$ cat src/design/pixel_hit_dedup_and_map_macros.svh
// ----------------------------------------------------------------------------
// Pixel hit dedup and map: assertion macros
// Shared concurrent assertion forms, clocked on clk_i and disabled in reset.
// ----------------------------------------------------------------------------
`ifndef PIXEL_HIT_DEDUP_AND_MAP_MACROS_SVH
`define PIXEL_HIT_DEDUP_AND_MAP_MACROS_SVH

// A condition that holds at every clock edge.
`define PHDM_ASSERT(label, cond, msg) \
  label: assert property (@(posedge clk_i) disable iff (!rst_ni) (cond)) \
    else $error(msg);

// An implication checked in the same cycle.
`define PHDM_ASSERT_IMP(label, ante, cons, msg) \
  label: assert property (@(posedge clk_i) disable iff (!rst_ni) (ante) |-> (cons)) \
    else $error(msg);

// An implication checked in the following cycle.
`define PHDM_ASSERT_NXT(label, ante, cons, msg) \
  label: assert property (@(posedge clk_i) disable iff (!rst_ni) (ante) |=> (cons)) \
    else $error(msg);

`endif

$ cat src/design/phdm_pkg.sv
// ----------------------------------------------------------------------------
// Pixel hit dedup and map: package
// Types, register indexes and reset values shared by the block's modules.
// ----------------------------------------------------------------------------
package phdm_pkg;

  localparam int unsigned MAX_HITS_DEF = 256;
  localparam int unsigned QUEUE_DEPTH  = 2;
  localparam int unsigned QUEUE_PW     = $clog2(QUEUE_DEPTH);

  localparam logic OP_ADD   = 1'b0;
  localparam logic OP_CLEAR = 1'b1;

  localparam logic [2:0] REG_CHIP_POS_X    = 3'd0;
  localparam logic [2:0] REG_CHIP_POS_Y    = 3'd1;
  localparam logic [2:0] REG_ORIGIN_COLUMN = 3'd2;
  localparam logic [2:0] REG_ORIGIN_LINE   = 3'd3;
  localparam logic [2:0] REG_PITCH_X       = 3'd4;
  localparam logic [2:0] REG_PITCH_Y       = 3'd5;
  localparam logic [2:0] REG_COS_ANGLE     = 3'd6;
  localparam logic [2:0] REG_SIN_ANGLE     = 3'd7;

  localparam logic signed [31:0] RST_CHIP_POS_X    = -32'sd65536;
  localparam logic signed [31:0] RST_CHIP_POS_Y    = -32'sd65536;
  localparam logic        [9:0]  RST_ORIGIN_COLUMN = 10'd512;
  localparam logic        [8:0]  RST_ORIGIN_LINE   = 9'd256;
  localparam logic signed [16:0] RST_PITCH_X       = 17'sd1916;
  localparam logic signed [16:0] RST_PITCH_Y       = 17'sd1762;
  localparam logic signed [17:0] RST_COS_ANGLE     = 18'sd65536;
  localparam logic signed [17:0] RST_SIN_ANGLE     = 18'sd0;

  typedef enum logic [1:0] {
    KIND_CLEAR,
    KIND_DUP,
    KIND_FULL,
    KIND_NEW
  } kind_e;

  typedef struct packed {
    kind_e       kind;
    logic [9:0]  col;
    logic [8:0]  line;
    logic [8:0]  total;
  } cmd_t;

  typedef struct packed {
    logic signed [31:0] chip_pos_x;
    logic signed [31:0] chip_pos_y;
    logic        [9:0]  origin_column;
    logic        [8:0]  origin_line;
    logic signed [16:0] pitch_x;
    logic signed [16:0] pitch_y;
    logic signed [17:0] cos_angle;
    logic signed [17:0] sin_angle;
  } cfg_t;

endpackage

$ cat src/design/phdm_queue.sv
// ----------------------------------------------------------------------------
// Pixel hit dedup and map: command queue
// Short first-in first-out queue that decouples the front end from the back.
// ----------------------------------------------------------------------------
module phdm_queue (
  input  logic            clk_i,
  input  logic            rst_ni,
  input  logic            push_i,
  input  phdm_pkg::cmd_t  cmd_i,
  output logic            full_o,
  input  logic            pop_i,
  output logic            empty_o,
  output phdm_pkg::cmd_t  cmd_o
);

  localparam int unsigned PW = phdm_pkg::QUEUE_PW;
  localparam int unsigned NW = $clog2(phdm_pkg::QUEUE_DEPTH + 1);

  phdm_pkg::cmd_t  entry_q [phdm_pkg::QUEUE_DEPTH];
  logic [PW-1:0]   wptr_q, rptr_q;
  logic [NW-1:0]   cnt_q;
  logic            do_push, do_pop;

  assign full_o  = (cnt_q == NW'(phdm_pkg::QUEUE_DEPTH));
  assign empty_o = (cnt_q == '0);
  assign do_push = push_i && !full_o;
  assign do_pop  = pop_i && !empty_o;
  assign cmd_o   = entry_q[rptr_q];

  always_ff @(posedge clk_i or negedge rst_ni) begin
    if (!rst_ni) begin
      wptr_q <= '0;
      rptr_q <= '0;
      cnt_q  <= '0;
    end else begin
      if (do_push) begin
        wptr_q <= wptr_q + 1'b1;
      end
      if (do_pop) begin
        rptr_q <= rptr_q + 1'b1;
      end
      if (do_push && !do_pop) begin
        cnt_q <= cnt_q + 1'b1;
      end else if (do_pop && !do_push) begin
        cnt_q <= cnt_q - 1'b1;
      end
    end
  end

  always_ff @(posedge clk_i) begin
    if (do_push) begin
      entry_q[wptr_q] <= cmd_i;
    end
  end

endmodule

$ cat config.mk
export PLATFORM = sky130hd
export DESIGN_NAME = phdm_queue
export DESIGN_NICKNAME = d
export VERILOG_FILES = /design/src/design/pixel_hit_dedup_and_map_macros.svh /design/src/design/phdm_pkg.sv /design/src/design/phdm_queue.sv
export SDC_FILE = /design/constraint.sdc
export NUM_CORES = 1
export LEC_CHECK = 0
export ABC_AREA = 0
export BUFFER_PORTS_ARGS = -buffer_cell sky130_fd_sc_hd__buf_2
export CAP_MARGIN = 20
export CORE_UTILIZATION = 54
export CTS_BUF_LIST = sky130_fd_sc_hd__clkbuf_4 sky130_fd_sc_hd__clkbuf_8
export DETAILED_ROUTE_END_ITERATION = 8
export PLACE_DENSITY = 0.94
export SYNTH_ARGS = -nofsm -noshare
export SYNTH_HDL_FRONTEND = slang
export SYNTH_SLANG_ARGS = --single-unit
$ cat constraint.sdc
create_clock -name clk_i -period 2.8 [get_ports clk_i]
set_input_delay 0.28 -clock clk_i [delete_from_list [all_inputs] [get_ports clk_i]]
set_output_delay 0.28 -clock clk_i [all_outputs]
set_load 0.01 [all_outputs]
Word-level counts from Yosys, hierarchy flattened
Memory sizes are Yosys's and may differ from the RTL's.
Cells that the tools add are included.
{"block": "op_classes", "eq_ne": 1, "add_sub_neg": 4, "reduce_logical": 10, "n_mux": 4}
{"operator": "logical AND 1 bit", "count": 4}
{"operator": "logical NOT 1 bit", "count": 4}
{"operator": "two-way mux 2 bit", "count": 2}
{"operator": "adder 1 bit (second input constant)", "count": 2}
{"operator": "adder 2 x 1 -> 2 bit (second input constant)", "count": 1}
{"operator": "equality test 2 bit (second input constant)", "count": 1}
{"operator": "logical NOT 2 bit", "count": 1}
{"operator": "two-way mux 1 bit", "count": 2}
{"operator": "nonzero test 2 bit", "count": 1}
{"operator": "subtractor 2 x 1 -> 2 bit (second input constant)", "count": 1}
{"block": "totals", "output_inout_bits": 32, "mem_bits_rw": 60, "word_cells": 23, "mem_count": 1, "input_bits": 34, "reg_bits": 4}
{"name": "entry_q", "words": 2, "width": 30, "read_ports": 1, "rd_clocked_by_memory_dff": 0, "wr": 1, "line": "phdm_queue.sv:19", "text": "phdm_pkg::cmd_t entry_q [phdm_pkg::QUEUE_DEPTH];"}

Longest topological paths before layout
Gate-level depths: netlist of the first run.
{"block": "logic_depth", "ltp_word": 7, "ltp_mapped": 7, "mapped_depth_nobuf": 7}

Worst setup path before layout of the first run
Ideal clock, no wire load.
{"block": "synth_timing", "path_kind": "reg2reg", "startpoint": "register cnt_q[0]", "endpoint": "memory entry_q[0][0] in the netlist's numbering (enable)", "arrival_ns": 1.914, "required_time_ns": 2.383, "n_path_buf": 0, "period_less_slack_ns": 2.331, "setup_slack_ns": 0.469, "path_stages_with_launch": 4, "setup_ns": 0.417, "path_cell_list": "dfrtp_1 -> nand2b_1 -> nand2_2 -> nor2_1"}
{"block": "synth_between", "elab_chain_len": 5}
{"item": "start: declaration", "line": "phdm_queue.sv:21", "text": "logic [NW-1:0] cnt_q;"}
{"item": "start signal: assignment", "line": "phdm_queue.sv:43", "text": "cnt_q <= cnt_q + 1'b1;"}
{"item": "start signal: assignment", "line": "phdm_queue.sv:45", "text": "cnt_q <= cnt_q - 1'b1;"}
{"item": "equality test 2 bit", "line": "phdm_queue.sv:24", "text": "assign full_o = (cnt_q == NW'(phdm_pkg::QUEUE_DEPTH));"}
{"item": "logical NOT 1 bit", "line": "phdm_queue.sv:26", "text": "assign do_push = push_i && !full_o;"}
{"item": "logical AND 1 bit", "line": "phdm_queue.sv:26"}
{"item": "two-way mux 1 bit", "line": "phdm_queue.sv:51", "text": "if (do_push) begin"}
{"item": "two-way mux 1 bit (not written as such)", "line": "phdm_queue.sv:52", "text": "entry_q[wptr_q] <= cmd_i;"}
{"item": "end: declaration", "line": "phdm_queue.sv:19"}
Every way passes these cells.

==> impl_metrics.yaml, run 1 <==
timing:
  setup_tns_ps: 0
  setup_ws_ps: 669
  rsz0062_at_grt: "false"
  setup_viol: 0
  fin_crit_sh_pct: 76.1
  fin_crit_ps: 2130
  hold_viol: 0
  slew_viol_final: 0
  fin_skew_ps: 7.20
  worst_pin_slew_ps: 947
  relSlewSlack_pct: 36.8
  max_freq_mhz: 469
clock_network:
  cts_tree: "built"
  cts_made_buffers: 9
  clk_pin_slew_ps: 70
  htreeDepth: 3
  insertion_delay_ps: 330
  cts_root_buf: "clkbuf_8"
  post_cts_resized: 0
  clock_path_buffers: 2
  clkSinkCount: 64
detailed_routing:
  vias: 1195
  firstDrtPassIters: 4
  met2_length_mm: 1.83
  drt_iter0_markers: 98
  met3_length_um: 213
  routed_via_density: 4.88
  top_layer_used: "met4"
  drc_errors: 0
  m1WireLength_mm: 1.45
  routed_wl_mm: 3.58
  wl_per_cell_um: 14.6
  ant_nets: 0
logic_synthesis:
  synth_top_family_by_area: "multiplexers"
  post-synth-top-area-fraction_pct: 72.6
  muxShareOfSynthArea_pct: 18.0
  synth_top_cell_by_area: "edfxtp_1"
  synthesis.nets: 147
  ys_seq_elements: 64
  synth-compound-area-share_pct: 0.202
  syn_inst: 112
  synth.distinct_cells: 14
  synth-xor-area-share_pct: 1.77
  ys_seq_area_share_pct: 76.7
  synth-adder-area-share_pct: 0.504
  yosys_warnings: 0
  synthTopCellsByArea: "edfxtp_1 (73%), mux2_4 (18%), dfrtp_1 (4.0%)"
  syn_area_per_cell_um2: 22.2
  synth_area_um2: 2480
  yosys.area_share.simple_pct: 1.21
layout:
  drive_gt1_share_pct: 58.5
  fin_nets: 223
  diodes: 0
  areaGrowthSynthToFinish_pct: 23.0
grt:
  grt_usage_pct: 15.9
  grt_max_degree: 32
  grt_antenna_before_repair: 0
  grt_pass1_wl_mm: 5.51
  grt_pass1_vias: 1195
  gr-total-overflow: 0
worst_setup_path:
  arrival_ps: 1850
  worstPathMaxFanout: 31
  cp.required_ps: 2520
  worstSetupPathType: "flop to output pin"
  start_kind: "flop"
  end_kind: "output pin"
pwr:
  leakage_nw: 1.27
  ir_drop_v: 0.000850
  power.density_nw_per_um2: 1040
die:
  dieArea_um2: 4870
  fp-row-count: 24
  pin_count: 66
  die_w_um: 69.8
  start_util_pct: 56.6
  core_area_um2: 4380
  die_h_um: 69.8
status:
  status: "finished, final reports clean"
placed_design:
  dp_slack_ps: 1010
  finalWeightedCongestion: 0.703
  portBuffers: 65
min_path:
  hold_class: "input port to flop"
job:
  maxCapViolations: 0
sequential cells by signal, summed over array words and instances (netlist names):
signal / cells
entry_q: 60
rptr_q: 1
wptr_q: 1
cnt_q: 2
final cells by class:
class | instances | area (um2)
inverters | 2 | 7.51
repair buffers | 68 | 350
flip-flops and latches | 64 | 1900
clock buffers | 11 | 139
well taps | 52 | 65.1
multi-input cells | 43 | 541
clock inverters | 5 | 47.5
fillers | 286 | 1330
worst max-delay path: stages (launching register included):
cell	delay (ps)
dfrtp_2	990
mux2_1	380
buf_2	140
power breakdown:
part / switching, mW / total, mW / internal (mW)
logic: 0.387 / 0.935 / 0.548
clock network: 0.315 / 0.737 / 0.422
registers: 0.190 / 1.50 / 1.31
total: 0.892 / 3.18 / 2.28
repair_timing:
item | in CTS | in global routing
buffers inserted | 0 | 0
hold endpoints to repair | 4 | 0
hold buffers | 1 | 0
routing by layer:
layer	global-route usage [%]	vias to the layer above
met5	0	-
met1	18.2	563
li1	-	582
met2	25.0	41
met4	10.7	0
met3	5.81	9
logic make-up (layout without fill, tap and decap cells):
family,after synthesis,in the layout
AOI/OAI and AO/OA,1,1
xor gates and xnor gates,5,5
adders and majority gates,1,1
buffers and inverters,5,86
DFF,64,64
muxes,30,30
and+or+nand+nor,6,6
synthesized netlist by cell type (all sizes together):
cell type	instances
nand2	1
buf	3
inv	2
mux2	30
ha	1
nor2	3
and3	1
nand2b	1
o21ai	1
xor2	2
dfrtp	4
edfxtp	60
xnor2	3
cells in the final DEF (no fill, tap or decap):
cell type	count
clkinv_2	2
buf_2	65
bufinv_16	1
mux2_1	1
clkbuf_8	9
nand2b_1	1
nand2_2	1
clkbuf_4	2
xor2_1	2
inv_1	2
dfrtp_1	3
dfrtp_2	1
nor2_2	1
and3_1	1
dlygate4sd3_1	1
edfxtp_1	60
nor2_1	2
mux2_4	29
o21ai_1	1
buf_4	2
ha_1	1
clkinv_1	2
xnor2_1	3
per-stage QoR:
step | cell area [um2] | utilization (%) | hold slack (ps) | instances | power, mW
after CTS | 3050 | 69.6 | 120 | 245 | 3.21
after floorplan | 2480 | - | -15.6 | 112 | 2.18
after detailed placement | 2860 | 65.2 | 94.5 | 228 | 2.47
final | 3050 | 69.6 | 132 | 245 | 3.18
after global placement | 2860 | 65.2 | 90.9 | 228 | 2.45
after global routing | 3050 | 69.6 | 117 | 245 | 3.33
path summary, 6_finish.rpt:
kind,from,to,slack [ps],cells past startpoint
min in group asynchronous,rst_ni,cnt_q[0],270,2
hold reg to reg,wptr_q,wptr_q,520,1
setup reg to reg,cnt_q[0],entry_q[0][7],1290,4
setup / recovery,rptr_q,cmd_o[7],670,2
max in group asynchronous,rst_ni,rptr_q,2390,2
hold / removal,cmd_i[8],entry_q[1][8],130,1
Power figures use the tool's default switching activity.
==> run 2, diff against run 1 <==
==> constraint.sdc (replaced) <==
create_clock -name clk_i -period 2.1 [get_ports clk_i]
set_input_delay 0.21 -clock clk_i [delete_from_list [all_inputs] [get_ports clk_i]]
set_output_delay 0.21 -clock clk_i [all_outputs]
set_load 0.01 [all_outputs]
==> impl_metrics.yaml, run 2 (synthesis gave the netlist of run 1 again) <==
timing:
  setup_ws_ps: 240
  relSlewSlack_pct: 73.5
  slew_viol_final: 0
  fin_skew_ps: 6.48
  setup_tns_ps: 0
  hold_viol: 0
  worst_pin_slew_ps: 398
  max_freq_mhz: 538
  rsz0062_at_grt: "false"
  setup_viol: 0
  fin_crit_ps: 1860
  fin_crit_sh_pct: 88.5
grt:
  grt_pass1_wl_mm: 5.96
  grt_pass1_vias: 1205
  grt_usage_pct: 16.8
  gr-total-overflow: 0
  grt_antenna_before_repair: 0
  grt_max_degree: 31
layout:
  fillers: 294
  top_register: "entry_q"
  mostFrequentLayoutCells: "buf_2 (65), edfxtp_1 (60), mux2_4 (29)"
  drive_gt1_share_pct: 59.8
  reg_top3: "entry_q x60, cnt_q x2"
  instances_no_fill: 246
  diodes: 0
  final_common_cell: "buf_2"
  postLayoutCellArea_um2: 3150
  seq_area_um2: 1900
  fin_nets: 224
  largest_reg_flops: 60
  areaGrowthSynthToFinish_pct: 27.1
  multiInputGateArea_um2: 541
placed_design:
  dp_slack_ps: 584
  placedInstanceArea_um2: 2880
  finalWeightedCongestion: 0.670
  dp_hpwl_mm: 2.60
  dp_cells: 229
  portBuffers: 65
pwr:
  leakage_nw: 1.32
  ir_drop_v: 0.00101
  power.density_nw_per_um2: 1480
detailed_routing:
  wl_per_cell_um: 15.6
  routed_via_density: 4.90
  vias: 1206
  drc_errors: 0
  routed_wl_mm: 3.83
  firstDrtPassIters: 4
  ant_nets: 0
  drt_iter0_markers: 73
die:
  dieArea_um2: 4870
  start_util_pct: 56.6
  die_h_um: 69.8
  die_w_um: 69.8
  pin_count: 66
  fp-row-count: 24
  core_area_um2: 4380
min_path:
  hold_class: "input port to flop"
clock_network:
  clkSinkCount: 64
  htreeDepth: 3
  clock_path_buffers: 2
  cts_tree: "built"
  post_cts_resized: 0
  cts_made_buffers: 9
  cts_root_buf: "clkbuf_8"
  insertion_delay_ps: 320
  clk_pin_slew_ps: 70
status:
  status: "finished, final reports clean"
job:
  maxCapViolations: 0
worst_setup_path:
  start_kind: "flop"
  cp.required_ps: 1890
  worstPathMaxFanout: 21
  arrival_ps: 1650
  end_kind: "output pin"
  worstSetupPathType: "flop to output pin"
[run 2: routing by layer]
layer	part of all wire [%]	routed length [um]	vias to the layer above	track usage, %
li1	-	-	583	-
met1	42	1620	573	21.0
met2	51	1960	42	26.8
met3	4.9	187	8	6.40
met4	1.6	61	0	6.22
met5	0	0	-	0
[run 2: repair_timing]
item | 4_1_cts | 5_1_grt
hold buffers | 1 | 0
hold endpoints to repair | 4 | 0
setup buffers | 0 | 0
[run 2: layout make-up]
type / instances / share of cell area (%)
clock buffer: 10 / 4.36
multi-input combinational: 43 / 17.1
tap: 52 / 2.06
sequential: 64 / 60.3
inverter: 2 / 0.238
timing repair buffer: 69 / 11.7
clock inverter: 6 / 4.13
[run 2: path summary, 6_finish.rpt]
check / cells past startpoint / startpoint / slack [ps] / end
worst max-delay path: 3 / rptr_q / 240 / cmd_o[7]
worst min-delay path: 1 / cmd_i[10] / 70 / entry_q[1][10]
worst max register to register: 4 / cnt_q[0] / 590 / entry_q[0][20]
worst min register to register: 1 / wptr_q / 510 / wptr_q
max in group asynchronous: 2 / rst_ni / 1720 / rptr_q
min in group asynchronous: 2 / rst_ni / 240 / rptr_q
[run 2: report_power, final]
| part | total (mW) | switching [mW] | internal [mW] | leakage, nW |
|---|---|---|---|---|
| registers | 1.91 | 0.158 | 1.76 | 0.603 |
| clock network | 1.38 | 0.440 | 0.937 | 0.136 |
| logic | 1.39 | 0.642 | 0.750 | 0.580 |
| total | 4.68 | 1.24 | 3.44 | 1.32 |
[run 2: through the flow]
step | hold WS (ps) | util, % | power (mW)
3_3_place_gp | 24.9 | 65.6 | 3.29
2_1_floorplan | -85.6 | - | 2.91
5_1_grt | 55.8 | 71.9 | 4.88
3_5_place_dp | 23.5 | 65.6 | 3.36
6_report | 72.2 | 71.9 | 4.68
4_1_cts | 64.6 | 71.9 | 4.73
[run 2: worst max-delay path: stages (launching register included)]
cell and delay, ps:
dfrtp_2 590, buf_12 250, mux2_1 340, buf_2 140
==> run 3, diff against run 2 <==
--- a/config.mk
+++ b/config.mk
@@ -8,10 +8,10 @@
 export ABC_AREA = 0
 export BUFFER_PORTS_ARGS = -buffer_cell sky130_fd_sc_hd__buf_2
 export CAP_MARGIN = 20
-export CORE_UTILIZATION = 54
-export CTS_BUF_LIST = sky130_fd_sc_hd__clkbuf_4 sky130_fd_sc_hd__clkbuf_8
+export CORE_UTILIZATION = 51
 export DETAILED_ROUTE_END_ITERATION = 8
-export PLACE_DENSITY = 0.94
+export PLACE_DENSITY = 0.9
+export SETUP_SLACK_MARGIN = 0.5
 export SYNTH_ARGS = -nofsm -noshare
 export SYNTH_HDL_FRONTEND = slang
 export SYNTH_SLANG_ARGS = --single-unit
==> impl_metrics.yaml, run 3 (synthesis gave the netlist of run 1 again) <==
worst_setup_path:
  arrival_ps: 1390
  cp.required_ps: 1890
  end_kind: "output pin"
  worstPathMaxFanout: 9
  start_kind: "flop"
  worstSetupPathType: "flop to output pin"
  worst-r2r-setup-slack_ps: 550
pwr:
  power.density_nw_per_um2: 1420
  leakage_nw: 1.31
  ir_drop_v: 0.000674
die:
  die_h_um: 71.8
  die_w_um: 71.8
  fp-row-count: 25
  dieArea_um2: 5150
  pin_count: 66
  core_area_um2: 4690
  start_util_pct: 52.9
layout:
  instances_no_fill: 250
  drive_gt1_share_pct: 60.7
  reg_top3: "entry_q x60, cnt_q x2"
  largest_reg_flops: 60
  areaGrowthSynthToFinish_pct: 26.9
  final_common_cell: "buf_2"
  diodes: 0
  postLayoutCellArea_um2: 3150
  mostFrequentLayoutCells: "buf_2 (65), edfxtp_1 (60), mux2_4 (29)"
  top_register: "entry_q"
  fin_nets: 226
clock_network:
  clock_path_buffers: 2
  cts_root_buf: "clkbuf_8"
  cts_tree: "built"
  clk_pin_slew_ps: 70
  clkSinkCount: 64
  htreeDepth: 3
  insertion_delay_ps: 320
  cts_made_buffers: 9
detailed_routing:
  ant_nets: 0
  vias: 1230
  drc_errors: 0
  wl_per_cell_um: 15.3
  drt_iter0_markers: 75
  routed_wl_mm: 3.81
  firstDrtPassIters: 4
  routed_via_density: 4.92
timing:
  slew_viol_final: 0
  rsz0062_at_grt: "true"
  fin_crit_ps: 1600
  setup_tns_ps: 0
  hold_viol: 0
  relSlewSlack_pct: 76.4
  fin_crit_sh_pct: 76.3
  worst_pin_slew_ps: 354
  fin_skew_ps: 8.62
  max_freq_mhz: 624
  hold_ws_ps: 68.0
  setup_viol: 0
job:
  maxCapViolations: 0
grt:
  grt_pass1_wl_mm: 5.83
  grt_max_degree: 25
  grt_pass1_vias: 1270
  grt_usage_pct: 15.8
  grt_antenna_before_repair: 0
  gr-total-overflow: 0
placed_design:
  dp_cells: 231
  finalWeightedCongestion: 0.617
  dp_hpwl_mm: 2.65
  placedInstanceArea_um2: 2910
  portBuffers: 65
min_path:
  hold_class: "input port to flop"
status:
  status: "finished, final reports clean"
## run 3: changes by cell type in the layout (fill, tap and decap cells not counted)
cell       previous run  this run
buf_12                1         3
bufinv_16             4         2
and3_1                1         0
and3_2                0         1
clkbuf_1              0         1
clkbuf_8             10         9
clkinv_2              2         3
clkinv_4              0         1
dfrtp_1               3         2
dfrtp_2               1         2
nor2_2                1         0
nor2_4                0         1
## run 3: cell type report
type | count | area [um2]
multi-input cells | 43 | 547
fillers | 327 | 1540
clock buffers | 10 | 128
repair buffers | 71 | 410
flip-flops and latches | 64 | 1900
inverters | 2 | 7.51
well taps | 54 | 67.6
clock inverters | 6 | 83.8
## run 3: worst paths after layout
check                              start            end  depth (start not counted)
worst max-delay path              rptr_q       cmd_o[7]                          3
min in group asynchronous         rst_ni       cnt_q[1]                          2
worst min-delay path            cmd_i[7]  entry_q[0][7]                          1
worst max register to register  cnt_q[0]       cnt_q[1]                          7
max in group asynchronous         rst_ni         rptr_q                          2
worst min register to register  cnt_q[0]       cnt_q[0]                          1
## run 3: routing by layer
layer / global-route usage, % / vias up / routed length (um)
li1: - / 591 / -
met1: 18.6 / 590 / 1640
met2: 25.3 / 47 / 1950
met5: 0 / - / 0
met3: 6.61 / 2 / 196
met4: 7.84 / 0 / 23
## run 3: stage by stage
| stage | util, % | power, mW | setup WS, ps |
|---|---|---|---|
| finish | 67.1 | 4.48 | 498 |
| global route | 67.1 | 4.69 | 440 |
| CTS | 66.9 | 4.52 | 476 |
| detailed placement | 62.0 | 3.39 | 555 |
| global placement | 62.0 | 3.35 | 600 |
| floorplan | - | 2.91 | 591 |
## run 3: report_power, final
group	internal (mW)	total, mW	switching, mW
logic	0.806	1.50	0.698
registers	1.76	1.87	0.115
clock network	0.664	1.10	0.438
total	3.23	4.48	1.25
## run 3: repair_timing
| action | in CTS | in global routing |
|---|---|---|
| hold buffers | 1 | 0 |
| setup buffers | 1 | 1 |
| resized for setup | 0 | 1 |
| pin swaps | 0 | 2 |
| endpoints found under the hold margin | 4 | 0 |
| endpoints found under the setup margin | 23 | 48 |
## run 3: critical path, stage by stage, from the launching register on
cell and delay (ps):
dfrtp_2 430, buf_4 190, mux2_1 310, buf_2 140
